**config.mk**
```make
export PLATFORM = sky130hd
export DESIGN_NAME = greedy_track_association
export DESIGN_NICKNAME = d
export VERILOG_FILES = /design/src/hw/rtl/gta_pkg.sv /design/src/hw/rtl/greedy_track_association.sv
export SDC_FILE = /design/constraint.sdc
export NUM_CORES = 2
export LEC_CHECK = 0
export ABC_CLOCK_PERIOD_IN_PS = 11100
export CORE_ASPECT_RATIO = 1.4
export CORE_MARGIN = 4
export CORE_UTILIZATION = 25
export CTS_BUF_LIST = sky130_fd_sc_hd__clkbuf_8
export DETAILED_ROUTE_END_ITERATION = 6
export DONT_BUFFER_PORTS = 1
export GPL_ROUTABILITY_DRIVEN = 0
export MAX_ROUTING_LAYER = met4
export PLACE_DENSITY_LB_ADDON = 0.05
export REMOVE_ABC_BUFFERS = 1
export SLEW_MARGIN = 10
export SYNTH_ARGS = -nofsm -noshare
export SYNTH_HDL_FRONTEND = slang
export SYNTH_SLANG_ARGS = --single-unit
```
**constraint.sdc**
```tcl
create_clock -name clock -period 11.1 [get_ports clock]
set_clock_uncertainty 0.05 [all_clocks]
set_input_delay 0.555 -clock clock [delete_from_list [all_inputs] [get_ports clock]]
set_output_delay 0.555 -clock clock [all_outputs]
set_load 0.01 [all_outputs]
```
**src/hw/rtl/gta_pkg.sv**
```systemverilog
package gta_pkg;

   localparam int MAX_CLUSTERS_DEF = 16;
   localparam int COORD_BITS_DEF   = 16;
   localparam logic [15:0] MAX_MOVEMENT_RESET = 16'd1000;

   localparam logic CMD_ADD   = 1'b0;
   localparam logic CMD_CLOSE = 1'b1;

   typedef struct packed {
      logic               cmd;
      logic signed [15:0] coord_x;
      logic signed [15:0] coord_y;
      logic signed [15:0] coord_z;
   } req_word_type;

   typedef struct packed {
      logic [3:0]  cluster_index;
      logic [15:0] track_id;
      logic        matched;
      logic [3:0]  prev_index;
      logic        overflow;
      logic        last;
   } rsp_word_type;

endpackage

```
**src/hw/rtl/greedy_track_association.sv**
```systemverilog
// Channel   Direction  Word                     Handshake
// req_      in         gta_pkg::req_word_type   req_valid / req_ready
// rsp_      out        gta_pkg::rsp_word_type   rsp_valid / rsp_ready
// csr_      in         max_movement, 16 bits    csr_valid / csr_ready
//
// An add word is taken while the block is idle. A close word runs greedy
// passes over the unused (previous, current) pairs, with up to
// min(previous, current) + 1 passes, using the single shared multiplier
// that squares one axis difference per cycle; then it hands out new ids
// cluster by cluster and sends one result per cluster, each held until rsp_ready.
// Reset is synchronous and active high; it clears only the control state and sets max_movement to its reset value.
// The block takes no request word while a close is in progress.
module greedy_track_association #(
   parameter int MAX_CLUSTERS = gta_pkg::MAX_CLUSTERS_DEF,
   parameter int COORD_BITS   = gta_pkg::COORD_BITS_DEF
) (
   input  logic                  clock,
   input  logic                  reset,
   input  logic                  req_valid,
   output logic                  req_ready,
   input  gta_pkg::req_word_type req_word,
   output logic                  rsp_valid,
   input  logic                  rsp_ready,
   output gta_pkg::rsp_word_type rsp_word,
   input  logic                  csr_valid,
   output logic                  csr_ready,
   input  logic [15:0]           csr_data
);

   // Index width, count width, multiplier operand width, product width and distance width.
   localparam int IW = (MAX_CLUSTERS > 1) ? $clog2(MAX_CLUSTERS) : 1;
   localparam int CW = $clog2(MAX_CLUSTERS + 1);
   localparam int MW = (COORD_BITS + 1 > 17) ? COORD_BITS + 1 : 17;
   localparam int PW = 2 * MW;
   localparam int DW = PW + 2;

   localparam logic [3:0] S_IDLE  = 4'd0;
   localparam logic [3:0] S_THR   = 4'd1;
   localparam logic [3:0] S_THR2  = 4'd2;
   localparam logic [3:0] S_PINIT = 4'd3;
   localparam logic [3:0] S_ADDR  = 4'd4;
   localparam logic [3:0] S_SQ    = 4'd5;
   localparam logic [3:0] S_CMP   = 4'd6;
   localparam logic [3:0] S_PEND  = 4'd7;
   localparam logic [3:0] S_NEW   = 4'd8;
   localparam logic [3:0] S_ERD   = 4'd9;
   localparam logic [3:0] S_EOUT  = 4'd10;
   localparam logic [3:0] S_EWAIT = 4'd11;
   localparam logic [3:0] S_FIN   = 4'd12;

   // Centroid and id memories.
   logic signed [COORD_BITS-1:0] prev_x_mem [MAX_CLUSTERS];
   logic signed [COORD_BITS-1:0] prev_y_mem [MAX_CLUSTERS];
   logic signed [COORD_BITS-1:0] prev_z_mem [MAX_CLUSTERS];
   logic [15:0]                  prev_id_mem [MAX_CLUSTERS];
   logic signed [COORD_BITS-1:0] cur_x_mem [MAX_CLUSTERS];
   logic signed [COORD_BITS-1:0] cur_y_mem [MAX_CLUSTERS];
   logic signed [COORD_BITS-1:0] cur_z_mem [MAX_CLUSTERS];
   logic [15:0]                  asg_id_mem [MAX_CLUSTERS];
   logic [IW-1:0]                mrow_mem [MAX_CLUSTERS];

   logic signed [COORD_BITS-1:0] px_rd_ff, py_rd_ff, pz_rd_ff;
   logic signed [COORD_BITS-1:0] cx_rd_ff, cy_rd_ff, cz_rd_ff;
   logic [15:0]                  pid_rd_ff, aid_rd_ff;
   logic [IW-1:0]                mrow_rd_ff;

   logic [3:0]  state_ff, state_in;
   logic [15:0] max_mov_ff, max_mov_in;
   logic [CW-1:0] prev_count_ff, prev_count_in;
   logic [CW-1:0] cur_count_ff, cur_count_in;
   logic          overflow_ff, overflow_in;
   logic [MAX_CLUSTERS-1:0] row_used_ff, row_used_in;
   logic [MAX_CLUSTERS-1:0] col_used_ff, col_used_in;
   logic [MAX_CLUSTERS-1:0] is_matched_ff, is_matched_in;
   logic [CW-1:0] r_ff, r_in, c_ff, c_in;
   logic [1:0]    k_ff, k_in;
   logic [PW-1:0] prod_ff, prod_in;
   logic [DW-1:0] acc_ff, acc_in, best_ff, best_in, thr_ff, thr_in;
   logic          found_ff, found_in;
   logic [IW-1:0] br_ff, br_in, bc_ff, bc_in;
   logic [15:0]   bid_ff, bid_in;
   logic [15:0]   largest_ff, largest_in;
   logic [15:0]   prev_max_ff, prev_max_in;
   logic [15:0]   new_max_ff, new_max_in;
   logic          rsp_valid_ff, rsp_valid_in;
   gta_pkg::rsp_word_type rsp_word_ff, rsp_word_in;

   logic [IW-1:0] r_idx, c_idx;
   logic signed [MW-1:0] mul_a;
   logic signed [PW-1:0] mul_p;
   logic          req_take;
   logic          add_write, match_write, new_write, copy_write;

   // Coordinates keep their low COORD_BITS bits; a wider setting sees the
   // port value as a zero-extended number.
   function automatic logic signed [COORD_BITS-1:0] to_coord(input logic [15:0] v);
      logic [COORD_BITS+15:0] t;
      t = {{COORD_BITS{1'b0}}, v};
      return t[COORD_BITS-1:0];
   endfunction

   function automatic logic [3:0] to_nib(input logic [IW-1:0] v);
      logic [IW+3:0] t;
      t = {4'b0000, v};
      return t[3:0];
   endfunction

   assign r_idx     = r_ff[IW-1:0];
   assign c_idx     = c_ff[IW-1:0];
   assign req_ready = (state_ff == S_IDLE);
   assign csr_ready = 1'b1;
   assign rsp_valid = rsp_valid_ff;
   assign rsp_word  = rsp_word_ff;
   assign req_take  = req_valid && req_ready;

   // The one shared multiplier squares the threshold or one axis difference.
   always_comb begin
      mul_a = '0;
      if (state_ff == S_THR) begin
         mul_a = MW'(signed'({1'b0, max_mov_ff}));
      end else begin
         case (k_ff)
            2'd0:    mul_a = MW'(px_rd_ff) - MW'(cx_rd_ff);
            2'd1:    mul_a = MW'(py_rd_ff) - MW'(cy_rd_ff);
            2'd2:    mul_a = MW'(pz_rd_ff) - MW'(cz_rd_ff);
            default: mul_a = '0;
         endcase
      end
      mul_p = mul_a * mul_a;
   end

   always_comb begin
      state_in      = state_ff;
      max_mov_in    = max_mov_ff;
      prev_count_in = prev_count_ff;
      cur_count_in  = cur_count_ff;
      overflow_in   = overflow_ff;
      row_used_in   = row_used_ff;
      col_used_in   = col_used_ff;
      is_matched_in = is_matched_ff;
      r_in          = r_ff;
      c_in          = c_ff;
      k_in          = k_ff;
      prod_in       = prod_ff;
      acc_in        = acc_ff;
      best_in       = best_ff;
      thr_in        = thr_ff;
      found_in      = found_ff;
      br_in         = br_ff;
      bc_in         = bc_ff;
      bid_in        = bid_ff;
      largest_in    = largest_ff;
      prev_max_in   = prev_max_ff;
      new_max_in    = new_max_ff;
      rsp_valid_in  = rsp_valid_ff;
      rsp_word_in   = rsp_word_ff;
      add_write     = 1'b0;
      match_write   = 1'b0;
      new_write     = 1'b0;
      copy_write    = 1'b0;

      if (csr_valid && csr_ready) begin
         max_mov_in = csr_data;
      end

      case (state_ff)
         S_IDLE: begin
            if (req_take) begin
               if (req_word.cmd == gta_pkg::CMD_ADD) begin
                  if (cur_count_ff < CW'(MAX_CLUSTERS)) begin
                     add_write    = 1'b1;
                     cur_count_in = cur_count_ff + CW'(1);
                  end else begin
                     overflow_in = 1'b1;
                  end
               end else begin
                  state_in = S_THR;
               end
            end
         end
         S_THR: begin
            prod_in       = PW'(mul_p);
            row_used_in   = '0;
            col_used_in   = '0;
            is_matched_in = '0;
            state_in      = S_THR2;
         end
         S_THR2: begin
            thr_in   = DW'(prod_ff);
            state_in = S_PINIT;
         end
         S_PINIT: begin
            found_in = 1'b0;
            r_in     = '0;
            c_in     = '0;
            state_in = S_ADDR;
         end
         S_ADDR: begin
            // Walk the pairs in row-major order, skipping used rows and columns.
            if (r_ff >= prev_count_ff) begin
               state_in = S_PEND;
            end else if (row_used_ff[r_idx] || c_ff >= cur_count_ff) begin
               r_in = r_ff + CW'(1);
               c_in = '0;
            end else if (col_used_ff[c_idx]) begin
               c_in = c_ff + CW'(1);
            end else begin
               k_in     = 2'd0;
               state_in = S_SQ;
            end
         end
         S_SQ: begin
            prod_in = PW'(mul_p);
            acc_in  = (k_ff == 2'd0) ? '0 : acc_ff + DW'(prod_ff);
            k_in    = k_ff + 2'd1;
            if (k_ff == 2'd3) begin
               state_in = S_CMP;
            end
         end
         S_CMP: begin
            if (!found_ff || acc_ff < best_ff) begin
               found_in = 1'b1;
               best_in  = acc_ff;
               br_in    = r_idx;
               bc_in    = c_idx;
               bid_in   = pid_rd_ff;
            end
            c_in     = c_ff + CW'(1);
            state_in = S_ADDR;
         end
         S_PEND: begin
            if (found_ff && best_ff < thr_ff) begin
               match_write          = 1'b1;
               is_matched_in[bc_ff] = 1'b1;
               row_used_in[br_ff]   = 1'b1;
               col_used_in[bc_ff]   = 1'b1;
               state_in             = S_PINIT;
            end else begin
               c_in       = '0;
               largest_in = prev_max_ff;
               state_in   = S_NEW;
            end
         end
         S_NEW: begin
            if (c_ff >= cur_count_ff) begin
               c_in       = '0;
               new_max_in = '0;
               state_in   = (cur_count_ff == '0) ? S_FIN : S_ERD;
            end else begin
               if (!is_matched_ff[c_idx]) begin
                  new_write  = 1'b1;
                  largest_in = largest_ff + 16'd1;
               end
               c_in = c_ff + CW'(1);
            end
         end
         S_ERD: begin
            state_in = S_EOUT;
         end
         S_EOUT: begin
            copy_write                = 1'b1;
            rsp_valid_in              = 1'b1;
            rsp_word_in.cluster_index = to_nib(c_idx);
            rsp_word_in.track_id      = aid_rd_ff;
            rsp_word_in.matched       = is_matched_ff[c_idx];
            rsp_word_in.prev_index    = is_matched_ff[c_idx] ? to_nib(mrow_rd_ff) : 4'd0;
            rsp_word_in.overflow      = overflow_ff;
            rsp_word_in.last          = (c_ff + CW'(1) == cur_count_ff);
            if (aid_rd_ff > new_max_ff) begin
               new_max_in = aid_rd_ff;
            end
            c_in     = c_ff + CW'(1);
            state_in = S_EWAIT;
         end
         S_EWAIT: begin
            if (rsp_ready) begin
               rsp_valid_in = 1'b0;
               state_in     = (c_ff == cur_count_ff) ? S_FIN : S_ERD;
            end
         end
         S_FIN: begin
            prev_count_in = cur_count_ff;
            prev_max_in   = new_max_ff;
            cur_count_in  = '0;
            overflow_in   = 1'b0;
            state_in      = S_IDLE;
         end
         default: begin
            state_in = S_IDLE;
         end
      endcase
   end

   always_ff @(posedge clock) begin
      px_rd_ff   <= prev_x_mem[r_idx];
      py_rd_ff   <= prev_y_mem[r_idx];
      pz_rd_ff   <= prev_z_mem[r_idx];
      pid_rd_ff  <= prev_id_mem[r_idx];
      cx_rd_ff   <= cur_x_mem[c_idx];
      cy_rd_ff   <= cur_y_mem[c_idx];
      cz_rd_ff   <= cur_z_mem[c_idx];
      aid_rd_ff  <= asg_id_mem[c_idx];
      mrow_rd_ff <= mrow_mem[c_idx];
      if (add_write) begin
         cur_x_mem[cur_count_ff[IW-1:0]] <= to_coord(req_word.coord_x);
         cur_y_mem[cur_count_ff[IW-1:0]] <= to_coord(req_word.coord_y);
         cur_z_mem[cur_count_ff[IW-1:0]] <= to_coord(req_word.coord_z);
      end
      if (match_write) begin
         asg_id_mem[bc_ff] <= bid_ff;
         mrow_mem[bc_ff]   <= br_ff;
      end else if (new_write) begin
         asg_id_mem[c_idx] <= largest_ff + 16'd1;
      end
      // The result being sent is copied into the previous frame.
      if (copy_write) begin
         prev_x_mem[c_idx]  <= cx_rd_ff;
         prev_y_mem[c_idx]  <= cy_rd_ff;
         prev_z_mem[c_idx]  <= cz_rd_ff;
         prev_id_mem[c_idx] <= aid_rd_ff;
      end
   end

   always_ff @(posedge clock) begin
      if (reset) begin
         state_ff      <= S_IDLE;
         max_mov_ff    <= gta_pkg::MAX_MOVEMENT_RESET;
         prev_count_ff <= '0;
         cur_count_ff  <= '0;
         overflow_ff   <= 1'b0;
         row_used_ff   <= '0;
         col_used_ff   <= '0;
         is_matched_ff <= '0;
         found_ff      <= 1'b0;
         prev_max_ff   <= '0;
         rsp_valid_ff  <= 1'b0;
      end else begin
         state_ff      <= state_in;
         max_mov_ff    <= max_mov_in;
         prev_count_ff <= prev_count_in;
         cur_count_ff  <= cur_count_in;
         overflow_ff   <= overflow_in;
         row_used_ff   <= row_used_in;
         col_used_ff   <= col_used_in;
         is_matched_ff <= is_matched_in;
         found_ff      <= found_in;
         prev_max_ff   <= prev_max_in;
         rsp_valid_ff  <= rsp_valid_in;
      end
      r_ff        <= r_in;
      c_ff        <= c_in;
      k_ff        <= k_in;
      prod_ff     <= prod_in;
      acc_ff      <= acc_in;
      best_ff     <= best_in;
      thr_ff      <= thr_in;
      br_ff       <= br_in;
      bc_ff       <= bc_in;
      bid_ff      <= bid_in;
      largest_ff  <= largest_in;
      new_max_ff  <= new_max_in;
      rsp_word_ff <= rsp_word_in;
   end

endmodule

```
==> impl_results.md <==
- Combinational power share: under 10%
- P_sw: around 0.0051 W
- Clock insertion delay at the later pin of the skew report: around 1100 ps
- Largest net degree at the start of global routing: 110
- Most used cell, CP: fa_1
- Mapped Cells: 6076
- Leak Pwr: 43.9 nW
- Synth cell types: 96
- Setup_tns: 0 ps
- Status: completed
- Final ANT Viol Nets: 0
- First-pass GRT wire length: just under 500000 um
- Final instance area: 128000 um^2
- Yosys reg bits: approximately 2600
- Post-route minimum period: 9750 ps
- RSZ-0062 raised after global routing: no
- Crit path max fanout: 17
- Power consumption: 0.0206 W
- Starting DRC count in detailed routing: 3363
- Synth Cell Area: around 110000 um^2
- Post-synth EDFFs: approximately 2300
- Post-CTS setup buffers: 0
- Commonest non-fill, non-tap cell in the layout: edfxtp_1
- Clk root buf: clkbuf_8
- Die Y-Extent: 796 um
- Post-CTS Resized: 0
- Tcrit/Tclk final: between 80% and 90%
- Hpwl dp: 211000 um
- Row count: 289
- Initial Utilization: 25.1%
- Via Count: 56531
- Total track usage: between 10% and 20%
- Hold_buf cts: 103
- Pint: around 0.016 W
- VDD IR-drop max: between 0.00009 and 0.0001 V
- Share of post-route cells with drive strength above 1: a little over a fifth
- Setup violators final: 0
- Worst path arrival time: around 11000 ps
- Clock power frac: between 30% and 40%
- Clock Sink Count: 2574
- Inserted Clock Buffers: approximately 440
- Largest area contributor in the netlist: edfxtp_1
- Core area: ~440000 um^2
- Vias in the first global route: 62777
- Sw frac: 24.7%
- I/O pin count: 100
- H-tree levels: 5
- Die area: about 450000 um^2
- Final hold viol count: 0
- Post-synth ARST share: 0%
- Crit-path slowest cell: a311oi_1
- WL per Instance: around 27 um
- Area after DPL: roughly 120000 um^2
- Layout Nets: slightly above 7000
- Synth top area share: a little under two thirds
- DRT Pass-1 Iters: 5
- Crit. End Element: flop
- Predominant post-synthesis flop cell: edfxtp_1
- Clock buffer depth: 4
- CTS clk-pin slew, worst paths: around 60 ps
- Power Density: approximately 160 nW/um^2
- Worst setup SP type: flop
- Max Freq: just over 100 MHz
- Total of max-cap violations: 0
- Port bufs: 0
- GRT Residual Overflow: 0
- DRC viols: 0
- DRT Wirelength: around 350000 um
- Initial antenna violation count: 47
- Synth warn: 0
- Slowest stage delay, CP: 820 ps
- CTS tree: built
- Synthesis-to-layout area growth: 15.7%
- Final Max Tran Viols: 0
- Tightest Pin Transition: ~1200 ps
- Max_slew headroom: 21.7%
- Average size of a mapped cell: ~18 um^2
- Worst path required time: ~12000 ps
- Most frequent cells in the layout: 2345 x edfxtp_1, 675 x mux4_2, 639 x inv_1
- Hold Path Class: in -> reg
- Die X: 571 um
- Vias per inst: 4.44
- Synth area leaders: edfxtp_1 64%, mux4_2 14%, fa_1 4.9%
- Crit Path Class: reg -> reg
- Seq/Total Area, Yosys: 67.7%
- Sequential fraction of design power: about 53%
worst max-delay path: cells and delay by family (launching register included):
family / cells / cell delay (ps)
adder cells (fa/ha/maj): 8 / 3470
buffers and inverters: 4 / 420
flip-flops: 1 / 660
AND/OR/NAND/NOR: 6 / 1580
XOR/XNOR: 1 / 130
AO/OA/AOI/OAI: 10 / 3160
metal layers:
metal	part of all wire (%)	wire [um]	global-route usage, %
met2	53	184000	27.8
met5	0	0	-
met1	42	145000	18.9
met4	2.1	7340	3.34
met3	3.3	11400	2.00
through the flow:
step | instances | utilization [%] | setup WS [ps] | hold slack [ps]
after floorplan | 5833 | - | -5800 | 336
after global placement | 11805 | 26.9 | 1390 | 344
after detailed placement | 11805 | 26.9 | 1240 | 339
after CTS | 12717 | 29.0 | 1220 | 111
after global routing | 12736 | 29.0 | 781 | 218
final | 12743 | 29.0 | 1350 | 331
cells in the mapped netlist, drive strengths merged, types with 15 or more instances:
library cell	number
nor3	68
o21a	74
a211oi	20
and3	22
buf	82
or3	15
clkbuf	161
o21ai	104
nand3	45
nor2b	28
dfxtp	229
a31oi	17
nand2b	40
a21o	52
xor2	37
inv	466
nand4	16
nand2	280
mux4	675
ha	277
mux2i	21
fa	272
and2	46
edfxtp	2345
a21oi	169
nor2	278
xnor2	78
power groups by stage:
stage / Combinational, W / Clock (W) / Sequential (W)
after global routing: 0.00167 / 0.00908 / 0.0109
after floorplan: 0.00102 / 0 / 0.0111
after detailed placement: 0.00145 / 0 / 0.0111
after CTS: 0.00153 / 0.00868 / 0.0109
final: 0.00149 / 0.00824 / 0.0109
after global placement: 0.00146 / 0 / 0.0111
kinds of logic after synthesis:
family,Yosys count,synth area share [%]
AND/OR/NAND/NOR,876,3.69
buffers and inverters,715,2.48
AO/OA/AOI/OAI,545,3.25
XOR/XNOR,115,0.909
adder cells (fa/ha/maj),549,8.04
other,1,0.00338
multiplexers,701,14.0
flip-flops,2574,67.7
layout make-up:
type	count	area [um^2]
fillers	43781	314000
flip-flops and latches	2574	75000
multi-input cells	2787	33500
well taps	5820	7280
clock buffers	485	6680
repair buffers	256	2270
inverters	472	1770
clock inverters	324	1670
diodes	25	62.6
path summary, 6_finish.rpt:
| kind | from | end | slack (ps) | cells past startpoint |
|---|---|---|---|---|
| setup / recovery | cy_rd_ff[6] | prod_ff[33] | 1350 | 29 |
| hold / removal | req_word[8] | cur_z_mem[6][8] | 330 | 1 |
| setup reg to reg | cy_rd_ff[6] | prod_ff[33] | 1350 | 29 |
| hold reg to reg | pid_rd_ff[2] | bid_ff[2] | 350 | 0 |
state kept, by name, indices dropped and copies added, names as in the netlist, 36 cells and up:
signal / count
acc_ff: 36
asg_id_mem: 256
best_ff: 36
cur_x_mem: 256
cur_y_mem: 256
cur_z_mem: 256
mrow_mem: 64
prev_id_mem: 256
prev_x_mem: 256
prev_y_mem: 256
prev_z_mem: 256
(Power assumes the default switching activity.)
